`src/tdt_pkg.sv`:
```
// Package for the thermistor divider temperature unit.
// Shared types, register indexes and fixed-point constants; no dependencies.
`default_nettype none

package tdt_pkg;

  localparam int unsigned SAMPLE_BITS_DEF = 12;
  localparam int unsigned SAMPLE_W        = 12;
  localparam int unsigned SUM_W           = 20;
  localparam int unsigned OHMS_W          = 26;
  localparam int unsigned R_W             = 33;
  localparam int unsigned LOG_W           = 30;
  localparam int unsigned DVD_W           = 57;
  localparam int unsigned DVS_W           = 47;
  localparam int unsigned STEP_W          = 6;

  localparam logic [29:0] LN2_Q30 = 30'd744261118;
  localparam logic [63:0] InvT0Full = ((64'd1 << 40) * 64'd20 + 64'd2981) / 64'd5963;
  localparam logic [48:0] INV_T0_Q40 = InvT0Full[48:0];
  localparam logic [63:0] ZeroCFull = ((64'd5463 << 16) + 64'd10) / 64'd20;
  localparam logic [57:0] ZERO_C_Q16 = ZeroCFull[57:0];
  localparam logic [19:0] RAIL_MARGIN_MV = 20'd100;

  typedef enum logic [2:0] {
    REG_HIGH_SIDE    = 3'd0,
    REG_SUPPLY_MV    = 3'd1,
    REG_BETA_COEF    = 3'd2,
    REG_NOMINAL_OHMS = 3'd3,
    REG_SERIES_OHMS  = 3'd4,
    REG_SAMPLE_COUNT = 3'd5
  } reg_idx_e;

  typedef struct packed {
    logic        high_side;
    logic [12:0] supply_mv;
    logic [13:0] beta_coef;
    logic [19:0] nominal_ohms;
    logic [19:0] series_ohms;
    logic [7:0]  sample_count;
  } cfg_t;

  typedef enum logic [3:0] {
    OP_NONE    = 4'd0,
    OP_ACC     = 4'd1,
    OP_CHECK_V = 4'd2,
    OP_CHECK_R = 4'd3,
    OP_LOGN    = 4'd4,
    OP_LNMUL   = 4'd5,
    OP_START_Q = 4'd6,
    OP_CALC_D  = 4'd7,
    OP_FIN     = 4'd8
  } op_e;

  typedef struct packed {
    op_e op;
  } cmd_t;

  typedef struct packed {
    logic cnt_zero;
    logic finish;
    logic div_busy;
    logic log_busy;
    logic v_bad;
    logic r_zero;
    logic d_nonpos;
  } status_t;

endpackage

`default_nettype wire

```
`src/tdt_div.sv`:
```
// Restoring radix-2 divider, one quotient bit per cycle.
// Dividend is left aligned; steps sets how many bits are used. Uses tdt_pkg.
`default_nettype none

module tdt_div (
  input  wire logic                            clk_i,
  input  wire logic                            rst_ni,
  input  wire logic                            start_i,
  input  wire logic [tdt_pkg::STEP_W-1:0]      steps_i,
  input  wire logic [tdt_pkg::DVD_W-1:0]       dividend_i,
  input  wire logic [tdt_pkg::DVS_W-1:0]       divisor_i,
  output logic                                 busy_o,
  output logic [tdt_pkg::DVD_W-1:0]            quotient_o
);

  logic [tdt_pkg::STEP_W-1:0] cnt_q, cnt_d;
  logic [tdt_pkg::DVD_W-1:0]  dvd_q, quo_q;
  logic [tdt_pkg::DVS_W-1:0]  dvs_q, rem_q;
  logic [tdt_pkg::DVS_W:0]    rem_sh, rem_sub;
  logic                       ge;

  assign rem_sh  = {rem_q, dvd_q[tdt_pkg::DVD_W-1]};
  assign rem_sub = rem_sh - {1'b0, dvs_q};
  assign ge      = rem_sh >= {1'b0, dvs_q};

  always_comb begin
    cnt_d = cnt_q;
    if (start_i) begin
      cnt_d = steps_i;
    end else if (cnt_q != '0) begin
      cnt_d = cnt_q - tdt_pkg::STEP_W'(1);
    end
  end

  always_ff @(posedge clk_i or negedge rst_ni) begin
    if (!rst_ni) begin
      cnt_q <= '0;
    end else begin
      cnt_q <= cnt_d;
    end
  end

  always_ff @(posedge clk_i) begin
    if (start_i) begin
      dvd_q <= dividend_i;
      dvs_q <= divisor_i;
      rem_q <= '0;
      quo_q <= '0;
    end else if (cnt_q != '0) begin
      dvd_q <= {dvd_q[tdt_pkg::DVD_W-2:0], 1'b0};
      rem_q <= ge ? rem_sub[tdt_pkg::DVS_W-1:0] : rem_sh[tdt_pkg::DVS_W-1:0];
      quo_q <= {quo_q[tdt_pkg::DVD_W-2:0], ge};
    end
  end

  assign busy_o     = cnt_q != '0;
  assign quotient_o = quo_q;

endmodule

`default_nettype wire

```
`src/tdt_log2.sv`:
```
// Iterative log2 in Q24: normalize one bit per cycle, then 24 squaring steps.
// One 32x32 multiplier. Uses tdt_pkg.
`default_nettype none

module tdt_log2 (
  input  wire logic                        clk_i,
  input  wire logic                        rst_ni,
  input  wire logic                        start_i,
  input  wire logic [tdt_pkg::R_W-1:0]     x_i,
  output logic                             busy_o,
  output logic [tdt_pkg::LOG_W-1:0]        result_o
);

  typedef enum logic [2:0] {
    L_IDLE = 3'b001,
    L_NORM = 3'b010,
    L_SQ   = 3'b100
  } lstate_e;

  lstate_e                   state_q, state_d;
  logic [tdt_pkg::R_W-1:0]   xn_q;
  logic [5:0]                n_q;
  logic [31:0]               m_q;
  logic [23:0]               frac_q;
  logic [4:0]                it_q;
  logic [63:0]               sq;
  logic [32:0]               sq_sh;

  assign sq    = 64'(m_q) * 64'(m_q);
  assign sq_sh = sq[63:31];

  always_comb begin
    state_d = state_q;
    unique case (state_q)
      L_IDLE: if (start_i) state_d = L_NORM;
      L_NORM: if (xn_q[tdt_pkg::R_W-1]) state_d = L_SQ;
      L_SQ:   if (it_q == 5'd1) state_d = L_IDLE;
      default: state_d = L_IDLE;
    endcase
  end

  always_ff @(posedge clk_i or negedge rst_ni) begin
    if (!rst_ni) begin
      state_q <= L_IDLE;
    end else begin
      state_q <= state_d;
    end
  end

  always_ff @(posedge clk_i) begin
    unique case (state_q)
      L_IDLE: begin
        if (start_i) begin
          xn_q   <= (x_i == '0) ? tdt_pkg::R_W'(1) : x_i;
          n_q    <= 6'(tdt_pkg::R_W - 1);
          frac_q <= '0;
        end
      end
      L_NORM: begin
        if (xn_q[tdt_pkg::R_W-1]) begin
          m_q  <= xn_q[tdt_pkg::R_W-1:1];
          it_q <= 5'd24;
        end else begin
          xn_q <= {xn_q[tdt_pkg::R_W-2:0], 1'b0};
          n_q  <= n_q - 6'd1;
        end
      end
      L_SQ: begin
        // square stays in [1,4) of the Q31 scale; renormalize into [1,2)
        m_q    <= sq_sh[32] ? sq_sh[32:1] : sq_sh[31:0];
        frac_q <= {frac_q[22:0], sq_sh[32]};
        it_q   <= it_q - 5'd1;
      end
      default: ;
    endcase
  end

  assign busy_o   = state_q != L_IDLE;
  assign result_o = {n_q, frac_q};

endmodule

`default_nettype wire

```
`src/tdt_datapath.sv`:
```
// Datapath: sample accumulator, shared divider and log2 unit, result registers.
// Driven by op commands from tdt_ctrl; uses tdt_pkg, tdt_div, tdt_log2.
`default_nettype none

module tdt_datapath #(
  parameter int unsigned SampleBits = tdt_pkg::SAMPLE_BITS_DEF
) (
  input  wire logic                            clk_i,
  input  wire logic                            rst_ni,
  input  wire tdt_pkg::cfg_t                   cfg_i,
  input  wire tdt_pkg::cmd_t                   cmd_i,
  input  wire logic [tdt_pkg::SAMPLE_W-1:0]    sample_mv_i,
  output tdt_pkg::status_t                     status_o,
  output logic signed [7:0]                    temp_c_o,
  output logic                                 invalid_o,
  output logic [11:0]                          mean_mv_o,
  output logic [tdt_pkg::OHMS_W-1:0]           thermistor_ohms_o
);

  localparam logic [31:0] SampleMask = (32'd1 << SampleBits) - 32'd1;

  logic [tdt_pkg::SUM_W-1:0]   sum_q, sum_nx, samp;
  logic [tdt_pkg::SUM_W:0]     sum_add;
  logic [7:0]                  taken_q, taken_nx;

  logic                        div_start;
  logic [tdt_pkg::STEP_W-1:0]  div_steps;
  logic [tdt_pkg::DVD_W-1:0]   div_dvd, quo;
  logic [tdt_pkg::DVS_W-1:0]   div_dvs;
  logic                        div_busy;

  logic                        log_start;
  logic [tdt_pkg::R_W-1:0]     log_x;
  logic [tdt_pkg::LOG_W-1:0]   log_res;
  logic                        log_busy;

  logic [19:0]                 v;
  logic [12:0]                 v13, den, numf;
  logic [tdt_pkg::R_W-1:0]     prod, r;
  logic                        v_bad;

  logic [tdt_pkg::LOG_W-1:0]   lr_q, mag;
  logic                        neg_q, neg;
  logic [59:0]                 ln_full;
  logic [tdt_pkg::LOG_W-1:0]   ln_q;
  logic [13:0]                 beta;
  logic [19:0]                 nominal;
  logic [48:0]                 dq;
  logic                        d_nonpos;

  logic signed [57:0]          c;
  logic [57:0]                 cmag;
  logic [41:0]                 w;
  logic signed [7:0]           deg;

  logic signed [7:0]           temp_q;
  logic                        inv_q;
  logic [11:0]                 mean_q;
  logic [tdt_pkg::OHMS_W-1:0]  ohms_q;

  assign samp     = tdt_pkg::SUM_W'(sample_mv_i) & SampleMask[tdt_pkg::SUM_W-1:0];
  assign sum_add  = {1'b0, sum_q} + {1'b0, samp};
  assign sum_nx   = sum_add[tdt_pkg::SUM_W] ? '1 : sum_add[tdt_pkg::SUM_W-1:0];
  assign taken_nx = taken_q + 8'd1;

  assign beta    = (cfg_i.beta_coef == '0) ? 14'd1 : cfg_i.beta_coef;
  assign nominal = (cfg_i.nominal_ohms == '0) ? 20'd1 : cfg_i.nominal_ohms;

  // mean checks and divider operands for the resistance
  assign v     = quo[19:0];
  assign v13   = v[12:0];
  assign v_bad = (v == '0) || (v >= 20'(cfg_i.supply_mv)) ||
                 (cfg_i.high_side ? (v < tdt_pkg::RAIL_MARGIN_MV)
                                  : (v + tdt_pkg::RAIL_MARGIN_MV > 20'(cfg_i.supply_mv)));
  assign den   = cfg_i.high_side ? v13 : cfg_i.supply_mv - v13;
  assign numf  = cfg_i.high_side ? cfg_i.supply_mv - v13 : v13;
  assign prod  = tdt_pkg::R_W'(cfg_i.series_ohms) * tdt_pkg::R_W'(numf);
  assign r     = quo[tdt_pkg::R_W-1:0];

  assign neg     = lr_q < log_res;
  assign mag     = neg ? log_res - lr_q : lr_q - log_res;
  assign ln_full = 60'(mag) * 60'(tdt_pkg::LN2_Q30);

  assign dq       = neg_q ? tdt_pkg::INV_T0_Q40 - 49'(quo[45:0])
                          : tdt_pkg::INV_T0_Q40 + 49'(quo[45:0]);
  assign d_nonpos = dq[48] || (dq == '0);

  assign c    = $signed({1'b0, quo}) - $signed(tdt_pkg::ZERO_C_Q16);
  assign cmag = c[57] ? 58'(-c) : 58'(c);
  assign w    = cmag[57:16];
  always_comb begin
    if (w > 42'd127) begin
      deg = c[57] ? -8'sd127 : 8'sd127;
    end else begin
      deg = c[57] ? -$signed(w[7:0]) : $signed(w[7:0]);
    end
  end

  always_comb begin
    div_start = 1'b0;
    div_steps = '0;
    div_dvd   = '0;
    div_dvs   = '0;
    log_start = 1'b0;
    log_x     = '0;
    unique case (cmd_i.op)
      tdt_pkg::OP_ACC: begin
        div_start = (cfg_i.sample_count != '0) && (taken_nx >= cfg_i.sample_count);
        div_steps = 6'd20;
        div_dvd   = {sum_nx, 37'd0};
        div_dvs   = tdt_pkg::DVS_W'(taken_nx);
      end
      tdt_pkg::OP_CHECK_V: begin
        div_start = !v_bad;
        div_steps = 6'd33;
        div_dvd   = {prod, 24'd0};
        div_dvs   = tdt_pkg::DVS_W'(den);
      end
      tdt_pkg::OP_CHECK_R: begin
        log_start = r != '0;
        log_x     = r;
      end
      tdt_pkg::OP_LOGN: begin
        log_start = 1'b1;
        log_x     = tdt_pkg::R_W'(nominal);
      end
      tdt_pkg::OP_START_Q: begin
        div_start = 1'b1;
        div_steps = 6'd46;
        div_dvd   = {ln_q, 27'd0};
        div_dvs   = tdt_pkg::DVS_W'(beta);
      end
      tdt_pkg::OP_CALC_D: begin
        div_start = !d_nonpos;
        div_steps = 6'd57;
        div_dvd   = {1'b1, 56'd0};
        div_dvs   = dq[46:0];
      end
      default: ;
    endcase
  end

  tdt_div u_div (
    .clk_i      (clk_i),
    .rst_ni     (rst_ni),
    .start_i    (div_start),
    .steps_i    (div_steps),
    .dividend_i (div_dvd),
    .divisor_i  (div_dvs),
    .busy_o     (div_busy),
    .quotient_o (quo)
  );

  tdt_log2 u_log2 (
    .clk_i    (clk_i),
    .rst_ni   (rst_ni),
    .start_i  (log_start),
    .x_i      (log_x),
    .busy_o   (log_busy),
    .result_o (log_res)
  );

  always_ff @(posedge clk_i or negedge rst_ni) begin
    if (!rst_ni) begin
      sum_q   <= '0;
      taken_q <= '0;
    end else if (cmd_i.op == tdt_pkg::OP_ACC) begin
      if (cfg_i.sample_count == '0 || taken_nx >= cfg_i.sample_count) begin
        sum_q   <= '0;
        taken_q <= '0;
      end else begin
        sum_q   <= sum_nx;
        taken_q <= taken_nx;
      end
    end
  end

  always_ff @(posedge clk_i) begin
    unique case (cmd_i.op)
      tdt_pkg::OP_ACC: begin
        if (cfg_i.sample_count == '0) begin
          temp_q <= -8'sd128;
          inv_q  <= 1'b1;
          mean_q <= '0;
          ohms_q <= '0;
        end
      end
      tdt_pkg::OP_CHECK_V: begin
        mean_q <= v[11:0];
        if (v_bad) begin
          temp_q <= -8'sd128;
          inv_q  <= 1'b1;
          ohms_q <= '0;
        end
      end
      tdt_pkg::OP_CHECK_R: begin
        ohms_q <= (r[tdt_pkg::R_W-1:tdt_pkg::OHMS_W] != '0) ? '1 : r[tdt_pkg::OHMS_W-1:0];
        if (r == '0) begin
          temp_q <= -8'sd128;
          inv_q  <= 1'b1;
        end
      end
      tdt_pkg::OP_LOGN: lr_q <= log_res;
      tdt_pkg::OP_LNMUL: begin
        neg_q <= neg;
        ln_q  <= ln_full[59:30];
      end
      tdt_pkg::OP_CALC_D: begin
        if (d_nonpos) begin
          temp_q <= 8'sd127;
          inv_q  <= 1'b0;
        end
      end
      tdt_pkg::OP_FIN: begin
        temp_q <= deg;
        inv_q  <= 1'b0;
      end
      default: ;
    endcase
  end

  always_comb begin
    status_o.cnt_zero = cfg_i.sample_count == '0;
    status_o.finish   = taken_nx >= cfg_i.sample_count;
    status_o.div_busy = div_busy;
    status_o.log_busy = log_busy;
    status_o.v_bad    = v_bad;
    status_o.r_zero   = r == '0;
    status_o.d_nonpos = d_nonpos;
  end

  assign temp_c_o          = temp_q;
  assign invalid_o         = inv_q;
  assign mean_mv_o         = mean_q;
  assign thermistor_ohms_o = ohms_q;

endmodule

`default_nettype wire

```
`config.mk`:
```
export PLATFORM = sky130hd
export DESIGN_NAME = tdt_datapath
export DESIGN_NICKNAME = d
export VERILOG_FILES = /design/src/tdt_pkg.sv /design/src/tdt_div.sv /design/src/tdt_log2.sv /design/src/tdt_datapath.sv
export SDC_FILE = /design/constraint.sdc
export NUM_CORES = 2
export LEC_CHECK = 0
export BUFFER_PORTS_ARGS = -buffer_cell sky130_fd_sc_hd__buf_2
export CAP_MARGIN = 30
export CORE_MARGIN = 2
export CORE_UTILIZATION = 67
export CTS_CLUSTER_SIZE = 24
export DETAILED_ROUTE_END_ITERATION = 8
export MAX_ROUTING_LAYER = met4
export PLACE_DENSITY = 0.84
export SETUP_SLACK_MARGIN = 0.02
export SKIP_LAST_GASP = 1
export SLEW_MARGIN = 20
export SYNTH_ARGS = -nofsm -noshare
export SYNTH_HDL_FRONTEND = slang
export SYNTH_SLANG_ARGS = --single-unit
```
`constraint.sdc`:
```
create_clock -name clk_i -period 14.4 [get_ports clk_i]
set_clock_uncertainty 0.05 [all_clocks]
set_input_delay 1.44 -clock clk_i [delete_from_list [all_inputs] [get_ports clk_i]]
set_output_delay 1.44 -clock clk_i [all_outputs]
set_load 0.03 [all_outputs]
```
[Yosys cells after proc, flatten, opt, wreduce, memory -nomap -nowiden]
Index checks and enable logic that the tools add are counted.
Operators by class
  add/subtract/negate cells: 15
  $mul: 3
  magnitude comparators: 7
  equality and inequality tests: 21
  muxes and demuxes: 59
  reduce and logical (&&, ||, !) cells: 33
Operators by type and width (number)
  57-bit one-hot mux with 4 select lines: 1
  47-bit one-hot mux with 4 select lines: 1
  33-bit one-hot mux with 2 select lines: 2
  57-bit 2-to-1 mux: 2
  33-bit 2-to-1 mux: 3
  26-bit 2-to-1 mux: 3
  26-bit one-hot mux with 3 select lines: 1
  33-bit zero test: 2
  32-bit by 32-bit multiplier with 64-bit output: 1
  32-bit 2-to-1 mux: 2
  8-bit 2-to-1 mux: 8
  32-bit one-hot mux with 2 select lines: 1
  20-bit 2-to-1 mux: 3
  30-bit subtractor: 2
  30-bit by 29-bit multiplier with 59-bit output (second input constant): 1
  58-bit 2-to-1 mux: 1
  58-bit negation: 1
  57-bit by 25-bit subtractor with 58-bit output (second input constant): 1
  49-bit zero test: 1
  49-bit 2-to-1 mux: 1
  48-bit by 47-bit >= comparator with 1-bit output: 1
  24-bit one-hot mux with 2 select lines: 1
  32-bit by 46-bit adder with 47-bit output (first input constant): 1
  47-bit 2-to-1 mux: 1
  61 further kinds: 96
Storage, ports and cells
  bits in registers: 453
  input bits: 94
  output and inout port bits: 54

[Depth between registers and ports, before layout]
  depth after elaboration: 7
  gate-level depth with buffers: 44

[Cells and area by module]
Synthesis repeated with hierarchy kept, for this count alone.
Unflattened totals
  cells, all modules: 9315
  area, all modules: 84556.1 µm²
Modules (own cells, without submodules)
  tdt_datapath: instances 1, cells an instance 4571, area an instance 39431.6 µm², seq. area each 3943.8 µm²
  tdt_log2: instances 1, cells an instance 3572, area an instance 33975.1 µm², seq. area each 3079.2 µm²
  tdt_div: instances 1, cells an instance 1172, area an instance 11149.4 µm², seq. area each 5355.1 µm²

[Worst setup path before layout]
Ideal clock, no wire load.
  kind: register -> register
  from: register u_log2.frac_q[9]
  to: register ln_q[27] (netlist bit) (data pin)
  setup time: 0.262 ns
  arrival time: 10.466 ns
  data required time: 14.088 ns
  slack: 3.622 ns
  cell stages (with the launch flop): 39
  path buffers: 4
  period minus slack after synthesis: 10.778 ns
  cell sequence: edfxtp_1 -> inv_1 -> ha_1 -> buf_2 -> a21oi_1 -> o21ai_0 -> a221oi_1 -> o21ai_2 -> a31oi_2 -> o211ai_2 -> nand2_2 -> buf_2 -> clkbuf_1 -> buf_1 -> mux2i_1 -> xnor2_1 -> inv_1 -> fa_1 -> [... 3 more ...] -> fa_1 -> fa_1 -> fa_1 -> fa_1 -> fa_1 -> ha_1 -> a21oi_1 -> o21ai_0 -> a211oi_1 -> nand3_1 -> o21ai_0 -> o31ai_1 -> a31oi_1 -> o22a_1 -> a21o_1 -> a31oi_1 -> mux2i_1 -> nand3_1
Between the ends
  longest elaborated chain between the ends: 3
RTL lines
  start, declared: line tdt_log2.sv:24  | logic [23:0] frac_q;
  start signal, assigned: line tdt_log2.sv:71  | frac_q <= {frac_q[22:0], sq_sh[32]};
  30-bit < comparator: line tdt_datapath.sv:80  | assign neg = lr_q < log_res;
  net neg: line tdt_datapath.sv:43  | logic neg_q, neg;
  30-bit 2-to-1 mux: line tdt_datapath.sv:81  | assign mag = neg ? log_res - lr_q : lr_q - log_res;
  30-bit by 29-bit multiplier with 59-bit output: line tdt_datapath.sv:82  | assign ln_full = 60'(mag) * 60'(tdt_pkg::LN2_Q30);
  net ln_full[57]: line tdt_datapath.sv:44  | logic [59:0] ln_full;
  end signal, assigned: line tdt_datapath.sv:206  | ln_q <= ln_full[59:30];
  end, declared: line tdt_datapath.sv:45  | logic [tdt_pkg::LOG_W-1:0] ln_q;
The timed path passes the listed nets, and every way through them passes these cells.
A chain may end at the register's enable or synchronous reset.

[Worst setup path after layout]
  from: register u_log2.frac_q[9]
  to: register ln_q[27] (netlist bit) (data pin)
Between the ends
  longest elaborated chain between the ends: 3
RTL lines (line)
  30-bit subtractor / 30-bit < comparator (equally long branches): tdt_datapath.sv:81, tdt_datapath.sv:80
  30-bit 2-to-1 mux (*): tdt_datapath.sv:81
  30-bit by 29-bit multiplier with 59-bit output (*): tdt_datapath.sv:82
  net ln_full[57]: tdt_datapath.sv:44
The timed path passes the listed nets; every way through them passes the cells marked *.

==> flow_summary.json <==
{
  "cts_root_buf": "clkbuf_16",
  "synthArstFlopShare_pct": 8.62,
  "fillers": 8727,
  "die_w_um": 350,
  "slowest_delay_ns": 0.75,
  "cts_hold_buffers": 0,
  "grt_pass1_vias": 66100,
  "required_ns": 14.76,
  "yosys_warnings": 0,
  "dr.pass1.iters": 8,
  "fin_util_pct": 71.2,
  "ios": 148,
  "die_y_um": 350,
  "ant_nets": 0,
  "track_usage_pct": 38.4,
  "worstRegToRegCells": 41,
  "r2r_setup_slack_ns": 1.78,
  "gp_congestion": 1.02,
  "setup_violations": 0,
  "drc": 0,
  "max_freq_mhz": 79.2,
  "ys.flop_type": "edfxtp_1",
  "grt.overflow.total": 0,
  "syn-cell-area_um2": 80100,
  "post_synth.cell_area_avg_um2": 9.30,
  "vias": 62700,
  "wl_um": 222000,
  "timing.rr.start": "u_log2.frac_q[9]$_SDFFCE_PN0P_",
  "slowest_stage": "o31ai_1",
  "ys_types": 107,
  "insertion_delay_ns": 0.66,
  "outcome": "completed",
  "worstPathArrival_ns": 12.98,
  "rows": 126,
  "yosysSeqAreaShare_pct": 14.5,
  "fp.coreArea_um2": 118000,
  "path_max_fanout": 37,
  "post_cts_buffers": 0,
  "die-area_um2": 122000,
  "final.setup.tns_ns": 0,
  "r2r-end": "ln_q[27]$_DFFE_PN_",
  "finalCritPeriodShare_pct": 87.6,
  "antenna_found_initial": 4,
  "synth_nets": 10900,
  "portBuffers": 147,
  "endpoint": "ln_q[27]$_DFFE_PN_",
  "htreeDepth": 2,
  "grt_pass1_wl_um": 358000,
  "dp_hpwl_um": 175000,
  "vias_per_cell": 6.13,
  "synth_edf_count": 288,
  "hold_violations": 0,
  "hp-class": "reg2reg",
  "cts_tree": "yes",
  "cts_made_buffers": 52,
  "layout-drive-gt1-share_pct": 6.05,
  "rsz0062_at_grt": "false",
  "start_kind": "flop",
  "slew_headroom_pct": 27.2,
  "syn_inst": 8620,
  "final_nets": 10900,
  "drt_iter0_drc": 6095,
  "wire_per_inst_um": 21.7,
  "maxSlewViolCount": 0,
  "synth_seq_cells": 429,
  "clock_path_buffers": 3,
  "clock-sinks": 429,
  "tightestPinTransition_ns": 1.09,
  "grt_max_degree": 115,
  "startpoint": "u_log2.frac_q[9]$_SDFFCE_PN0P_",
  "cts.reportedPaths.clkPinSlew_ns": 0.06,
  "area_delta_synth_final_pct": 5.16,
  "drv_cap": 0,
  "crit_path_frequent_cell": "fa_1",
  "hold_start": "u_log2.n_q[5]$_SDFFCE_PN1P_",
  "cts_resized": 0,
  "crit_type": "reg2reg",
  "min_period_ns": 12.62,
  "start_util_pct": 67.7,
  "end_kind": "flop"
}
synthesized netlist by cell type (102+ instances only):
cell type,n,area share [%]
inv_1,1646,7.7
fa_1,1299,32
ha_1,889,14
nand2_1,831,3.9
nor2_1,420,2.0
a21oi_1,348,2.2
and2_1,312,2.4
clkbuf_1,310,1.5
edfxtp_1,288,11
o21ai_0,260,1.6
xnor2_1,211,2.3
a21o_1,182,1.7
xor2_1,137,1.5
dfxtp_1,104,2.6
nand3_1,102,0.64
sequential cells by signal, summed over array words and instances (netlist names):
signal and flops:
invalid_o 1, ln_q 30, lr_q 30, mean_mv_o 12, neg_q 1, sum_q 20
taken_q 8, temp_c_o 8, thermistor_ohms_o 26, u_div.cnt_q 6, u_div.dvd_q 33, u_div.dvs_q 47
u_div.quotient_o 57, u_div.rem_q 47, u_log2.frac_q 24, u_log2.it_q 5, u_log2.m_q 32, u_log2.n_q 6
u_log2.state_q 3, u_log2.xn_q 33
per-stage QoR:
step	hold WS (ns)	cells	setup WS (ns)	cell area, um2
after floorplan	0.376	8620	3.62	80100
after global placement	0.393	10100	1.90	82300
after detailed placement	0.397	10100	1.65	82400
after CTS	0.412	10200	1.60	84100
after global routing	0.421	10200	1.19	84300
final	0.408	10200	1.78	84300
logic make-up (layout without fill, tap and decap cells):
kind of cell             after synthesis  after routing  synth area share (%)
AND/OR/NAND/NOR                     2151           2151                  12.8
multiplexers                          76             76                  1.11
XOR/XNOR                             350            350                  3.84
adder cells (fa/ha/maj)             2193           2193                  46.4
AO/OA/AOI/OAI                       1386           1386                  11.5
other                                  0              4                     0
buffers and inverters               2035           2036                  9.74
flip-flops                           429            429                  14.5
per-layer routing:
| metal | vias up | global-route usage [%] | share of wire (%) |
|---|---|---|---|
| met2 | 3126 | 61.4 | 47 |
| met4 | 0 | 16.7 | 5.3 |
| met5 | - | - | 0 |
| met3 | 800 | 5.83 | 9.1 |
| li1 | 27800 | - | - |
| met1 | 31000 | 48.9 | 38 |
critical path: cells and delay by family (launching register included):
kind | cells | cell delay (ns)
and+or+nand+nor | 4 | 0.70
AOI/OAI and AO/OA | 16 | 4.78
adders and majority gates | 10 | 4.32
buffers and inverters | 7 | 0.80
muxes | 2 | 0.64
DFF | 1 | 0.38
xor gates and xnor gates | 2 | 0.70
how the worst min path moves through the flow:
stage / endpoint / slack, ns / cells after the start
2_1_floorplan: lr_q[29]$_DFFE_PP_ / 0.38 / 0
3_3_place_gp: lr_q[29]$_DFFE_PP_ / 0.39 / 0
3_5_place_dp: lr_q[29]$_DFFE_PP_ / 0.40 / 0
4_1_cts: lr_q[29]$_DFFE_PP_ / 0.41 / 0
5_1_grt: lr_q[29]$_DFFE_PP_ / 0.42 / 0
6_report: lr_q[29]$_DFFE_PP_ / 0.41 / 0
final cells by class:
class | instances | area, um2 | share of cell area, %
Antenna cell | 4 | 10.0 | 0.0119
Clock buffer | 63 | 1420 | 1.69
Clock inverter | 34 | 354 | 0.420
Inverter | 1660 | 6240 | 7.41
Multi-Input combinational cell | 6156 | 60800 | 72.1
Sequential cell | 429 | 11700 | 13.8
Tap cell | 1600 | 2000 | 2.38
Timing Repair Buffer | 279 | 1800 | 2.14
cells in the final DEF, fill, tap and decap left out, drive strengths merged, types with 37 or more instances in the layout:
cell type and n:
nand2b 44, nand4 58, nand3 102, nand2 832, a211oi 57, ha 889, and2 312, nor3 90
nor2 420, xnor2 213, o21a 52, edfxtp 288, a31oi 44, nor2b 74, buf 278, o21bai 41
a21oi 389, nor4 37, o211ai 50, o21ai 271, fa 1299, mux2i 44, inv 1654, a21o 182
and3 44, clkbuf 64, xor2 137, dfxtp 104
Power is not shown: default switching activity piles up to over one toggle a cycle in this logic, so the estimate is an artifact.
