**src/tdt_pkg.sv**
```systemverilog
// Package for the thermistor divider temperature unit.
// Shared types, register indexes and fixed-point constants; no dependencies.
`default_nettype none

package tdt_pkg;

  localparam int unsigned SAMPLE_BITS_DEF = 12;
  localparam int unsigned SAMPLE_W        = 12;
  localparam int unsigned SUM_W           = 20;
  localparam int unsigned OHMS_W          = 26;
  localparam int unsigned R_W             = 33;
  localparam int unsigned LOG_W           = 30;
  localparam int unsigned DVD_W           = 57;
  localparam int unsigned DVS_W           = 47;
  localparam int unsigned STEP_W          = 6;

  localparam logic [29:0] LN2_Q30 = 30'd744261118;
  localparam logic [63:0] InvT0Full = ((64'd1 << 40) * 64'd20 + 64'd2981) / 64'd5963;
  localparam logic [48:0] INV_T0_Q40 = InvT0Full[48:0];
  localparam logic [63:0] ZeroCFull = ((64'd5463 << 16) + 64'd10) / 64'd20;
  localparam logic [57:0] ZERO_C_Q16 = ZeroCFull[57:0];
  localparam logic [19:0] RAIL_MARGIN_MV = 20'd100;

  typedef enum logic [2:0] {
    REG_HIGH_SIDE    = 3'd0,
    REG_SUPPLY_MV    = 3'd1,
    REG_BETA_COEF    = 3'd2,
    REG_NOMINAL_OHMS = 3'd3,
    REG_SERIES_OHMS  = 3'd4,
    REG_SAMPLE_COUNT = 3'd5
  } reg_idx_e;

  typedef struct packed {
    logic        high_side;
    logic [12:0] supply_mv;
    logic [13:0] beta_coef;
    logic [19:0] nominal_ohms;
    logic [19:0] series_ohms;
    logic [7:0]  sample_count;
  } cfg_t;

  typedef enum logic [3:0] {
    OP_NONE    = 4'd0,
    OP_ACC     = 4'd1,
    OP_CHECK_V = 4'd2,
    OP_CHECK_R = 4'd3,
    OP_LOGN    = 4'd4,
    OP_LNMUL   = 4'd5,
    OP_START_Q = 4'd6,
    OP_CALC_D  = 4'd7,
    OP_FIN     = 4'd8
  } op_e;

  typedef struct packed {
    op_e op;
  } cmd_t;

  typedef struct packed {
    logic cnt_zero;
    logic finish;
    logic div_busy;
    logic log_busy;
    logic v_bad;
    logic r_zero;
    logic d_nonpos;
  } status_t;

endpackage

`default_nettype wire

```
**src/tdt_ctrl.sv**
```systemverilog
// Controller FSM: sequences accumulate, mean, resistance, logs, beta solve.
// Talks to tdt_datapath through cmd_t/status_t from tdt_pkg.
`default_nettype none

module tdt_ctrl (
  input  wire logic              clk_i,
  input  wire logic              rst_ni,
  input  wire logic              start_i,
  input  wire tdt_pkg::status_t  status_i,
  output tdt_pkg::cmd_t          cmd_o,
  output logic                   busy_o,
  output logic                   done_o
);

  typedef enum logic [8:0] {
    S_IDLE   = 9'b000000001,
    S_MEAN   = 9'b000000010,
    S_RDIV   = 9'b000000100,
    S_LOGR   = 9'b000001000,
    S_LOGN   = 9'b000010000,
    S_QSTART = 9'b000100000,
    S_QDIV   = 9'b001000000,
    S_TDIV   = 9'b010000000,
    S_EMIT   = 9'b100000000
  } state_e;

  state_e state_q, state_d;

  always_comb begin
    state_d   = state_q;
    cmd_o.op  = tdt_pkg::OP_NONE;
    unique case (state_q)
      S_IDLE: begin
        if (start_i) begin
          cmd_o.op = tdt_pkg::OP_ACC;
          if (status_i.cnt_zero) state_d = S_EMIT;
          else if (status_i.finish) state_d = S_MEAN;
        end
      end
      S_MEAN: begin
        if (!status_i.div_busy) begin
          cmd_o.op = tdt_pkg::OP_CHECK_V;
          state_d  = status_i.v_bad ? S_EMIT : S_RDIV;
        end
      end
      S_RDIV: begin
        if (!status_i.div_busy) begin
          cmd_o.op = tdt_pkg::OP_CHECK_R;
          state_d  = status_i.r_zero ? S_EMIT : S_LOGR;
        end
      end
      S_LOGR: begin
        if (!status_i.log_busy) begin
          cmd_o.op = tdt_pkg::OP_LOGN;
          state_d  = S_LOGN;
        end
      end
      S_LOGN: begin
        if (!status_i.log_busy) begin
          cmd_o.op = tdt_pkg::OP_LNMUL;
          state_d  = S_QSTART;
        end
      end
      S_QSTART: begin
        cmd_o.op = tdt_pkg::OP_START_Q;
        state_d  = S_QDIV;
      end
      S_QDIV: begin
        if (!status_i.div_busy) begin
          cmd_o.op = tdt_pkg::OP_CALC_D;
          state_d  = status_i.d_nonpos ? S_EMIT : S_TDIV;
        end
      end
      S_TDIV: begin
        if (!status_i.div_busy) begin
          cmd_o.op = tdt_pkg::OP_FIN;
          state_d  = S_EMIT;
        end
      end
      S_EMIT: state_d = S_IDLE;
      default: state_d = S_IDLE;
    endcase
  end

  always_ff @(posedge clk_i or negedge rst_ni) begin
    if (!rst_ni) begin
      state_q <= S_IDLE;
    end else begin
      state_q <= state_d;
    end
  end

  assign busy_o = state_q != S_IDLE;
  assign done_o = state_q == S_EMIT;

endmodule

`default_nettype wire

```
**config.mk**
```make
export PLATFORM = sky130hd
export DESIGN_NAME = tdt_ctrl
export DESIGN_NICKNAME = d
export VERILOG_FILES = /design/src/tdt_pkg.sv /design/src/tdt_ctrl.sv
export SDC_FILE = /design/constraint.sdc
export NUM_CORES = 1
export LEC_CHECK = 0
export ABC_AREA = 0
export BUFFER_PORTS_ARGS = -buffer_cell sky130_fd_sc_hd__buf_2
export CAP_MARGIN = 10
export CORE_AREA = 2 2 46 44
export CTS_CLUSTER_SIZE = 30
export DETAILED_ROUTE_END_ITERATION = 10
export DIE_AREA = 0 0 48 46
export HOLD_SLACK_MARGIN = 0.15
export MAX_ROUTING_LAYER = met4
export PLACE_DENSITY_LB_ADDON = 0.1
export RECOVER_POWER = 25
export SLEW_MARGIN = 20
export SYNTH_ARGS = -nofsm -noshare
export SYNTH_HDL_FRONTEND = slang
export SYNTH_SLANG_ARGS = --single-unit
```
**constraint.sdc**
```tcl
create_clock -name clk_i -period 1.8 [get_ports clk_i]
set_input_delay 0.09 -clock clk_i [delete_from_list [all_inputs] [get_ports clk_i]]
set_output_delay 0.09 -clock clk_i [all_outputs]
set_load 0.01 [all_outputs]
```
# Word level (Yosys, flattened, before mapping)
# Cells that the tools add are included.
op_classes:
  n_eq_ne: 18
  mux: 21
  n_reduce_logical: 1
op_table:
  columns: ["operator", "count"]
  rows:
  - ["2-to-1 mux 9 bit", 12]
  - ["one-hot mux 9 bit (8 select lines)", 1]
  - ["one-hot mux 4 bit (8 select lines)", 1]
  - ["!= test 2 bit (second input constant)", 7]
  - ["== test 9 x 1 -> 1 bit (second input constant)", 1]
  - ["== test 9 x 2 -> 1 bit (second input constant)", 1]
  - ["== test 9 x 3 -> 1 bit (second input constant)", 1]
  - ["== test 9 x 4 -> 1 bit (second input constant)", 1]
  - ["== test 9 x 5 -> 1 bit (second input constant)", 1]
  - ["== test 9 x 6 -> 1 bit (second input constant)", 1]
  - ["== test 9 x 7 -> 1 bit (second input constant)", 1]
  - ["== test 9 x 8 -> 1 bit (second input constant)", 1]
  - ["== test 9 bit (second input constant)", 1]
  - ["2-to-1 mux 3 bit", 3]
  - ["!= test 9 x 1 -> 1 bit (second input constant)", 1]
  - ["AND reduction 8 bit", 1]
  - ["2-to-1 mux 2 bit", 2]
  - ["2-to-1 mux 4 bit", 1]
  - ["!= test 3 bit (second input constant)", 1]
  - ["2-to-1 mux 1 bit", 1]
totals:
  reg_bits: 9
  input_bits: 10

# Depth between registers and ports, before layout
# Gate-level depths: netlist (run 1).
depth:
  depth_word: 4
  mapped_depth: 6
  ltp_nobuf: 5

# Least setup slack after synthesis (run 1)
# No wires, ideal clock.
synth_path:
  path_kind: "reg2reg"
  from: "register state_q[4]"
  to: "register state_q[2]"
  arrival_ns: 1.713
  required_time_ns: 1.675
  slack_ns: -0.038
  stages_incl_launch_ff: 7
  n_path_buf: 1
  period_less_slack_ns: 1.838
  path_cell_list: "dfrtp_1 -> buf_4 -> nor4_4 -> nor2b_4 -> o2bb2ai_2 -> a221o_4 -> mux2_4"
synth_between:
  elab_chain_len: 3
synth_lines:
  columns: ["item", "line_no", "source"]
  rows:
  - ["start: declaration", "tdt_ctrl.sv:27", "state_e state_q, state_d;"]
  - ["start signal: assignment", "tdt_ctrl.sv:89", "state_q <= state_d;"]
  - ["== test 9 x 1 -> 1 bit (tied with other cells)", "tdt_ctrl.sv:32", "unique case (state_q)"]
  - ["!= test 3 bit (no source line) / != test 2 bit (equally long branches)", null, null]
  - ["AND reduction 8 bit (no source line)", null, null]
# Several ways; a longest one is shown, not always the timed one.
# A chain may end at the register's enable or synchronous reset.

==> flow_metrics.env, run 1 <==
export IMPL_yosys_area_share_xor_xnor_pct=4.42
export IMPL_relSlewSlack_pct=67.6
export IMPL_synth_fp_nets=90
export IMPL_arrival_ns=1.91
export IMPL_finalSetupViolations=6
export IMPL_final_common_cell="buf_4"
export IMPL_fin_setup_tns_ns=-0.773
export IMPL_cp_max_fo=3
export IMPL_critical_path_max_stage_delay_ns=0.43
export IMPL_die_area_um2=2210
export IMPL_io_buffers=15
export IMPL_clock_latency_ns=0.25
export IMPL_yosysTopAreaCell="dfrtp_1"
export IMPL_hold_viol_final=0
export IMPL_dr_pass1_iters=4
export IMPL_dp_slack_ns=-0.174
export IMPL_route_detailed_drc=0
export IMPL_ys_types=42
export IMPL_wire_per_inst_um=14.9
export IMPL_tritoncts="done"
export IMPL_yosys_area_share_simple_pct=37.1
export IMPL_synth_edf_count=0
export IMPL_routed_wl_mm=2.19
export IMPL_layout_drive_gt1_share_pct=54.9
export IMPL_viasPerCell=5.54
export IMPL_reg_largest_list="state_q (9)"
export IMPL_layout_common_cells="buf_4, buf_2, nor2_1, nor3_1, dfrtp_1"
export IMPL_clockBufferDepth=2
export IMPL_yosys_area_top_type_share_pct=25.2
export IMPL_grt_antenna_before_repair=0
export IMPL_final_max_slew_violation_count=0
export IMPL_fin_skew_ns=0.00477
export IMPL_synth_seq_area_share_pct=28.5
export IMPL_fmaxAchievable_ghz=0.501
export IMPL_root_buffer="clkbuf_4"
export IMPL_outcome="finished with violations"
export IMPL_antenna_cells=0
export IMPL_yosysWarnings=0
export IMPL_critPathLaunchType="flip-flop"
export IMPL_area_growth_pct=49.2
export IMPL_fillers=158
export IMPL_gp_congestion=0.860
export IMPL_dieHeight_um=46
export IMPL_ant_nets=0
export IMPL_critPathCaptureType="output port"
export IMPL_cap_violations=0
export IMPL_synth_compound_area_share_pct=16.6
export IMPL_synthCells=80
export IMPL_grt_pass1_wl_mm=3.75
export IMPL_critPathBufInv=2
export IMPL_yosys_top_cells_area="dfrtp_1, mux2_4, nand4b_1"
export IMPL_vias=815
export IMPL_die_x_um=48
export IMPL_grt_pass1_vias=815
export IMPL_synthAdderAreaFrac_pct=0
export IMPL_muxShareOfSynthArea_pct=5.68
export IMPL_io_pins=16
export IMPL_p_leak_nw=0.561
export IMPL_synth_area_um2=793
export IMPL_setup_slack_ns=-0.197
export IMPL_cp_slowest_cell="or3_4"
export IMPL_grt_ovfl_total=0
export IMPL_synth_top_family_by_area="simple AND/OR/NAND/NOR gates"
export IMPL_cts_clk_slew_worst_paths_ns=0.06
export IMPL_core_area_um2=1780
export IMPL_hold_path_class="primary input to flip-flop"
export IMPL_cp_top_family="simple AND/OR/NAND/NOR gates"
export IMPL_ys_async_sr_fraction_pct=100
export IMPL_cp_required_ns=1.71
export IMPL_cts_htree_levels=1
export IMPL_synth_top_flop_cell="dfrtp_1"
export IMPL_rows=15
export IMPL_violations="negative setup slack"
export IMPL_min_period_ns=2.00
export IMPL_power_density_nw_per_um2=1110
export IMPL_path_class="flip-flop to output port"
export IMPL_avgSynthCellArea_um2=9.92
export IMPL_rsz0062_at_grt="true"
export IMPL_path_cells="or3_4 -> nor4_4 -> buf_4 -> and4b_2 -> a211o_1 -> buf_2"
export IMPL_fin_nets=133
export IMPL_grt_max_degree=10
export IMPL_top_register="state_q"
export IMPL_worst_slew_pin_slew_ns=0.486
export IMPL_cts_buffers=3
export IMPL_ys_seq_elements=9
export IMPL_grt_usage_pct=25.8
export IMPL_peakVddDrop_v=0.000965
export IMPL_dpl_hpwl_mm=1.69
export IMPL_period_share_pct=111
export IMPL_drt_iter0_drc=4
export IMPL_initial_core_util_pct=44.5
export IMPL_whs_ns=0.164
export IMPL_largest_register_ffs=9
export IMPL_cts_sinks=9
[cells in the mapped netlist, types with 2 or more instances]
library cell  instances
nand3b_1              2
nor2_1                5
buf_6                 2
or2b_1                2
nand4_1               2
xnor2_1               3
clkbuf_8              2
a21oi_1               2
nand2_1               3
nor4b_1               2
nor2b_1               2
dfrtp_1               8
nand4b_1              4
mux2_4                3
nor3_1                7
o21ai_0               5
[per-stage QoR]
stage / util, % / std cells / total power [W] / area [µm²]
4_1_cts: 63.9 / 146 / 0.00126 / 1140
2_1_floorplan: - / 80 / 0.000722 / 797
3_3_place_gp: 55.6 / 135 / 0.000965 / 992
5_1_grt: 66.4 / 147 / 0.00140 / 1180
6_report: 66.4 / 147 / 0.00131 / 1180
3_5_place_dp: 55.6 / 135 / 0.000981 / 992
[worst min-delay path: stages]
cell	delay, ns
buf_2	0.14
nand2_1	0.08
a211oi_2	0.07
[layer usage]
metal	track usage [%]	routed length (µm)	vias up
li1	-	-	391
met1	32.9	920	390
met4	9.19	48	0
met5	-	0	-
met2	40.8	1090	26
met3	3.97	132	8
[timing repair]
item,CTS,global route
hold endpoints to repair,10,0
buffers inserted,5,1
setup endpoints to repair,9,11
cloned,0,0
pin swaps,6,6
hold buffers,2,0
gates resized for setup,11,9
[layout make-up]
class	instances	area [µm²]	area share, %
timing repair buffer	43	309	26.1
inverter	1	3.75	0.317
multi-input combinational	65	583	49.3
clock buffer	4	26.3	2.22
sequential	9	230	19.5
tap	25	31.3	2.64
[power by group]
group / internal, W / switching (W)
sequential: 0.000247 / 0.0000540
combinational: 0.000468 / 0.000396
clock: 0.0000849 / 0.0000630
total: 0.000799 / 0.000513
[logic make-up after synthesis]
group | Yosys count
AOI/OAI and AO/OA | 16
muxes | 3
DFF | 9
xor gates and xnor gates | 4
and+or+nand+nor | 42
buffers and inverters | 6
[final timing paths]
| path | startpoint | to | slack, ns | depth (start not counted) |
|---|---|---|---|---|
| setup reg to reg | state_q[1] | state_q[2] | -0.08 | 5 |
| setup / recovery | state_q[1] | cmd_o[0] | -0.20 | 6 |
| hold / removal | status_i[4] | state_q[1] | 0.16 | 3 |
| min in group asynchronous | rst_ni | state_q[6] | 0.34 | 2 |
| max in group asynchronous | rst_ni | state_q[5] | 1.10 | 2 |
| hold reg to reg | state_q[8] | state_q[0] | 0.68 | 3 |
(Power assumes the default switching activity.)
==> run 2: changes to the inputs <==
--- a/config.mk
+++ b/config.mk
@@ -5,17 +5,18 @@
 export SDC_FILE = /design/constraint.sdc
 export NUM_CORES = 1
 export LEC_CHECK = 0
-export ABC_AREA = 0
+export ABC_AREA = 1
 export BUFFER_PORTS_ARGS = -buffer_cell sky130_fd_sc_hd__buf_2
 export CAP_MARGIN = 10
-export CORE_AREA = 2 2 46 44
+export CORE_AREA = 2 2 48 45
 export CTS_CLUSTER_SIZE = 30
 export DETAILED_ROUTE_END_ITERATION = 10
-export DIE_AREA = 0 0 48 46
+export DIE_AREA = 0 0 50 47
 export HOLD_SLACK_MARGIN = 0.15
 export MAX_ROUTING_LAYER = met4
 export PLACE_DENSITY_LB_ADDON = 0.1
 export RECOVER_POWER = 25
+export SKIP_LAST_GASP = 1
 export SLEW_MARGIN = 20
 export SYNTH_ARGS = -nofsm -noshare
 export SYNTH_HDL_FRONTEND = slang
==> run 2 against run 1 <==
The flow now finishes without violations. Via count up 16%. Area after synthesis up 6.0%. Register-to-register slack better by 0.37 ns. Combinational power down 20%. Maximum frequency up 17%. Wire length up 1.1%. Worst hold slack worse by 0.011 ns. Non-clock buffer count down 21. Sequential power about the same. Critical path type unchanged. Critical endpoint unchanged. Largest cell class unchanged.
==> flow_metrics.env, run 2 <==
export IMPL_rows=15
export IMPL_routed_wl_mm=2.22
export IMPL_io_buffers=15
export IMPL_vias=945
export IMPL_outcome="completed"
export IMPL_fillers=195
export IMPL_cts_htree_levels=1
export IMPL_cap_violations=0
export IMPL_ant_nets=0
export IMPL_wire_per_inst_um=12.3
export IMPL_grt_usage_pct=21.0
export IMPL_dr_pass1_iters=4
export IMPL_grt_ovfl_total=0
export IMPL_gp_congestion=0.899
export IMPL_synth_edf_count=0
export IMPL_avgSynthCellArea_um2=6.42
export IMPL_reg_largest_list="state_q (9)"
export IMPL_dp_cells=170
export IMPL_root_buffer="clkbuf_4"
export IMPL_area_growth_pct=26.3
export IMPL_die_x_um=50
export IMPL_synth_area_um2=841
export IMPL_grt_pass1_wl_mm=3.54
export IMPL_critPathLaunchType="flip-flop"
export IMPL_synth_fp_nets=141
export IMPL_fmaxAchievable_ghz=0.587
export IMPL_final_common_cell="nand2_1"
export IMPL_utilization_pct=57.2
export IMPL_instances_no_fill=181
export IMPL_peakVddDrop_v=0.000582
export IMPL_route_detailed_drc=0
export IMPL_setup_slack_ns=0.0964
export IMPL_arrival_ns=1.61
export IMPL_dieHeight_um=47
export IMPL_r2r_cells=9
export IMPL_yosys_area_top_type_share_pct=23.8
export IMPL_synthTopCellsByCount="nand2_1, nand3_1, nor2_1"
export IMPL_cp_slowest_cell="dfrtp_1"
export IMPL_ys_async_sr_fraction_pct=100
export IMPL_fin_nets=167
export IMPL_cp_required_ns=1.71
export IMPL_rsz0062_at_grt="true"
export IMPL_dp_slack_ns=0.217
export IMPL_fin_skew_ns=0.00274
export IMPL_synth_seq_area_share_pct=26.9
export IMPL_viasPerCell=5.22
export IMPL_yosys_top_cells_area="dfrtp_1, nand2_1, nand3_1"
export IMPL_hold_viol_final=0
export IMPL_path_class="flip-flop to output port"
export IMPL_synthCells=131
export IMPL_relSlewSlack_pct=68.3
export IMPL_cts_buffers=3
export IMPL_clock_latency_ns=0.25
export IMPL_critPathCaptureType="output port"
export IMPL_period_share_pct=94.6
export IMPL_layout_drive_gt1_share_pct=30.8
export IMPL_yosysMostFrequentCell="nand2_1"
export IMPL_cp_startpoint="state_q[4]"
export IMPL_min_period_ns=1.70
export IMPL_final_max_slew_violation_count=0
export IMPL_whs_ns=0.154
export IMPL_path_cells="nor2_4 -> nand2_4 -> inv_2 -> nand4_1 -> o2111ai_1 -> buf_2"
export IMPL_top_register="state_q"
export IMPL_cp_max_fo=7
export IMPL_finalSetupViolations=0
export IMPL_initial_core_util_pct=45.3
export IMPL_die_area_um2=2350
export IMPL_yosysWarnings=0
export IMPL_hold_path_class="primary input to flip-flop"
export IMPL_hold_depth=4
export IMPL_power_density_nw_per_um2=1070
export IMPL_antenna_cells=0
export IMPL_grt_max_degree=17
export IMPL_dpl_hpwl_mm=1.73
export IMPL_synth_top_flop_cell="dfrtp_1"
export IMPL_rr_startpoint="state_q[0]"
export IMPL_core_area_um2=1860
export IMPL_grt_pass1_vias=817
export IMPL_grt_antenna_before_repair=0
export IMPL_worstHoldStart="status_i[0]"
export IMPL_cts_sinks=9
export IMPL_ys_seq_elements=9
export IMPL_yosysTopAreaCell="dfrtp_1"
export IMPL_tritoncts="done"
export IMPL_largest_register_ffs=9
export IMPL_worst_slew_pin_slew_ns=0.476
export IMPL_ys_types=17
export IMPL_critical_path_max_stage_delay_ns=0.43
export IMPL_clockBufferDepth=2
export IMPL_io_pins=16
export IMPL_drt_iter0_drc=28
export IMPL_cts_clk_slew_worst_paths_ns=0.05
export IMPL_layout_common_cells="nand2_1, nand3_1, nor2_1, buf_2, inv_1"
export IMPL_p_leak_nw=0.558
==> run 2: cell types whose count changed after synthesis, sizes merged, moves of 4 or more <==
| cell | change |
|---|---|
| nand2 | +34 |
| nor2 | +27 |
| nand3 | +24 |
| inv | +13 |
| o21ai | -5 |
| nand4b | -4 |
==> run 2: final cells by class <==
| class | instances | area, µm² | share of cell area (%) |
|---|---|---|---|
| tap | 25 | 31.3 | 2.94 |
| timing repair buffer | 22 | 136 | 12.8 |
| inverter | 14 | 57.6 | 5.42 |
| sequential | 9 | 230 | 21.7 |
| clock buffer | 4 | 26.3 | 2.47 |
| multi-input combinational | 107 | 581 | 54.7 |
==> run 2: final timing paths <==
| kind | slack, ns | to |
|---|---|---|
| max | 0.1 | cmd_o[0] |
| min | 0.15 | state_q[7] |
| max reg2reg | 0.29 | state_q[7] |
| min reg2reg | 0.50 | state_q[0] |
| max in group asynchronous | 1.14 | state_q[8] |
| min in group asynchronous | 0.30 | state_q[3] |
==> run 2: routing by layer <==
| layer | up-vias | GRT usage (%) | routed length (µm) |
|---|---|---|---|
| li1 | 479 | - | - |
| met1 | 430 | 27.9 | 1060 |
| met2 | 32 | 32.9 | 1020 |
| met3 | 4 | 1.59 | 111 |
| met4 | 0 | 10.0 | 25 |
| met5 | - | - | 0 |
==> run 2: stage by stage <==
step                      TNS, ns  cell area, µm²  total power (W)
after global routing      -0.0101            1060          0.00123
after floorplan                 0             841         0.000767
final                           0            1060          0.00114
after detailed placement        0             936         0.000907
after global placement          0             936         0.000909
after CTS                       0            1000          0.00107
==> run 2: critical path: cells and delay by family (launching register included) <==
family	cells	cell delay, ns
DFF	1	0.43
and+or+nand+nor	3	0.42
buffers and inverters	2	0.29
AOI/OAI and AO/OA	1	0.22
==> run 2: cell families after synthesis <==
| logic type | count (synthesis) | synth area share [%] |
|---|---|---|
| AO/OA/AOI/OAI | 2 | 2.08 |
| buffers and inverters | 15 | 7.59 |
| flip-flops | 9 | 26.9 |
| AND/OR/NAND/NOR | 105 | 63.4 |
==> run 2: report_power, final <==
group / internal [W] / leakage (nW) / switching [W]
registers: 0.000248 / 0.116 / 0.0000543
clock network: 0.0000848 / 0.0150 / 0.0000612
logic: 0.000235 / 0.427 / 0.000457
==> run 2: timing repair <==
action / 4_1_cts / 5_1_grt
hold buffers: 4 / 0
hold endpoints to repair: 12 / 0
gates resized for setup: 1 / 11
endpoints found under the setup margin: 3 / 3
setup buffers: 0 / 3
pin swaps: 0 / 1
==> run 3: changes to the inputs <==
--- a/config.mk
+++ b/config.mk
@@ -8,10 +8,10 @@
 export ABC_AREA = 1
 export BUFFER_PORTS_ARGS = -buffer_cell sky130_fd_sc_hd__buf_2
 export CAP_MARGIN = 10
-export CORE_AREA = 2 2 48 45
+export CORE_AREA = 2 2 44 42
 export CTS_CLUSTER_SIZE = 30
 export DETAILED_ROUTE_END_ITERATION = 10
-export DIE_AREA = 0 0 50 47
+export DIE_AREA = 0 0 46 44
 export HOLD_SLACK_MARGIN = 0.15
 export MAX_ROUTING_LAYER = met4
 export PLACE_DENSITY_LB_ADDON = 0.1
==> constraint.sdc (replaced) <==
create_clock -name clk_i -period 2.1 [get_ports clk_i]
set_input_delay 0.105 -clock clk_i [delete_from_list [all_inputs] [get_ports clk_i]]
set_output_delay 0.105 -clock clk_i [all_outputs]
set_load 0.01 [all_outputs]
==> run 3 against run 2 <==
Non-clock buffer count is 5 lower. Largest power group unchanged. Via count is 3.9% lower. Largest cell class unchanged. Critical endpoint unchanged. Clock-buffer cell count stayed put. Critical path depth is 2 higher. Total power is 21% lower. Final cell count is 7.7% lower. Highest routed layer unchanged. Die area is 14% lower. Worst setup slack better by 0.17 ns.
==> flow_metrics.env, run 3 (synthesized netlist as in run 2, its figures left out) <==
export IMPL_place_area_um2=925
export IMPL_io_pins=16
export IMPL_rrSetupSlack_ns=0.57
export IMPL_root_buffer="clkbuf_4"
export IMPL_rsz0062_at_grt="false"
export IMPL_min_period_ns=1.83
export IMPL_met3_usage_pct=2.50
export IMPL_reg_largest_list="state_q (9)"
export IMPL_p_leak_nw=0.533
export IMPL_fillers=149
export IMPL_largest_register_ffs=9
export IMPL_path_cells="inv_4 -> nand3_1 -> nor2_1 -> nand2_1 -> nor2_1 -> inv_1 -> o2111ai_1 -> buf_2"
export IMPL_io_buffers=15
export IMPL_cts_clk_slew_worst_paths_ns=0.05
export IMPL_cts_htree_levels=1
export IMPL_initial_core_util_pct=53.3
export IMPL_rows=14
export IMPL_worst_path_most_repeated_cell="nor2_1"
export IMPL_cap_violations=0
export IMPL_worst_slew_pin_slew_ns=0.439
export IMPL_design_area_um2=972
export IMPL_top_register="state_q"
export IMPL_power_clock_fraction_pct=13.6
export IMPL_total_power_w=0.000905
export IMPL_clockBufferDepth=2
export IMPL_arrival_ns=1.73
export IMPL_p_sw_w=0.000451
export IMPL_top_usage_layer="met2"
export IMPL_fin_setup_tns_ns=0
export IMPL_grt_ovfl_total=0
export IMPL_antenna_cells=0
export IMPL_critPathCaptureType="output port"
export IMPL_path_class="flip-flop to output port"
export IMPL_cp_top_family="flip-flops"
export IMPL_hold_viol_final=0
export IMPL_area_growth_pct=15.6
export IMPL_viasPerCell=5.44
export IMPL_wire_per_inst_um=12.0
export IMPL_cp_max_fo=16
export IMPL_finalSetupViolations=0
export IMPL_clock_latency_ns=0.25
export IMPL_grt_antenna_before_repair=0
export IMPL_cp_required_ns=2.00
export IMPL_grt_pass1_vias=799
export IMPL_die_x_um=46
export IMPL_critPathLaunchType="flip-flop"
export IMPL_power_frac_seq_pct=27.9
export IMPL_route_detailed_drc=0
export IMPL_vias=908
export IMPL_cts_sinks=9
export IMPL_relSlewSlack_pct=70.7
export IMPL_die_area_um2=2020
export IMPL_core_area_um2=1580
export IMPL_layout_drive_gt1_share_pct=25.8
export IMPL_dpl_hpwl_mm=1.68
export IMPL_gp_congestion=0.912
export IMPL_fin_nets=162
export IMPL_peakVddDrop_v=0.000796
export IMPL_layout_common_cells="nand2_1, nor2_1, nand3_1, buf_2, inv_1"
export IMPL_power_frac_comb_pct=58.5
export IMPL_grt_use_met2_pct=35.3
export IMPL_fin_skew_ns=0.00289
export IMPL_outcome="completed"
export IMPL_grt_usage_pct=24.7
export IMPL_dieHeight_um=44
export IMPL_hold_path_class="primary input to flip-flop"
export IMPL_period_share_pct=87.3
export IMPL_final_common_cell="nand2_1"
export IMPL_ant_nets=0
export IMPL_critPathBufInv=3
export IMPL_drt_iter0_drc=30
export IMPL_routed_wl_mm=2.01
export IMPL_cp_slowest_cell="dfrtp_1"
export IMPL_final_max_slew_violation_count=0
export IMPL_critical_path_max_stage_delay_ns=0.48
export IMPL_post_cts_buffers=0
export IMPL_cts_buffers=3
export IMPL_tritoncts="done"
export IMPL_gr_usage_met1_pct=35.1
export IMPL_whs_ns=0.157
export IMPL_grt_pass1_wl_mm=3.46
export IMPL_grt_max_degree=17
export IMPL_dr_pass1_iters=4
export IMPL_power_density_nw_per_um2=931
export IMPL_p_sw_share_pct=49.9
export IMPL_p_int_w=0.000454
export IMPL_fmaxAchievable_ghz=0.545
[run 3: cell count changes in the layout (fill, tap and decap cells not counted), moves of 3 or more]
cell	before	now
dfrtp_2	3	0
buf_4	3	0
dfrtp_1	5	8
nor2_4	8	4
[run 3: final cells by class]
type | instances | area [µm²] | share of cell area, %
multi-input combinational | 107 | 551 | 56.6
inverter | 14 | 55.1 | 5.66
clock buffer | 4 | 26.3 | 2.70
timing repair buffer | 17 | 93.8 | 9.65
tap | 16 | 20.0 | 2.06
sequential | 9 | 226 | 23.3
[run 3: tightest hold or removal path: cells and delay by family]
family,cells,cell delay [ns]
and+or+nand+nor,3,0.17
buffers and inverters,1,0.09
[run 3: power by group through the flow]
stage	registers, W	clock network [W]	logic, W
2_1_floorplan	0.000241	0	0.000417
3_3_place_gp	0.000251	0	0.000523
3_5_place_dp	0.000252	0	0.000523
4_1_cts	0.000248	0.000131	0.000528
5_1_grt	0.000257	0.000137	0.000588
6_report	0.000253	0.000123	0.000529
[run 3: path summary, 6_finish.rpt]
check,startpoint,to,cells past startpoint
max in group asynchronous,rst_ni,state_q[0],2
worst max-delay path,state_q[8],cmd_o[0],8
min in group asynchronous,rst_ni,state_q[3],2
worst max register to register,state_q[8],state_q[8],9
worst min register to register,state_q[0],state_q[0],2
worst min-delay path,status_i[2],state_q[2],4
[run 3: what timing repair did]
action                                  CTS  global route
endpoints found under the setup margin    0             1
gates resized for setup                   0             1
hold endpoints to repair                 10             0
hold buffers                              2             0
[run 3: metrics by stage]
stage | instances | utilization (%) | setup slack [ns]
floorplan | 131 | - | 0.725
global placement | 161 | 58.7 | 0.496
detailed placement | 161 | 58.7 | 0.494
CTS | 167 | 61.6 | 0.212
global route | 167 | 61.7 | 0.0777
finish | 167 | 61.7 | 0.267
[run 3: per-layer routing]
metal,up-vias,share of wire (%)
met2,32,43
met4,0,0.75
li1,476,-
met5,-,0
met3,2,5.1
met1,398,51
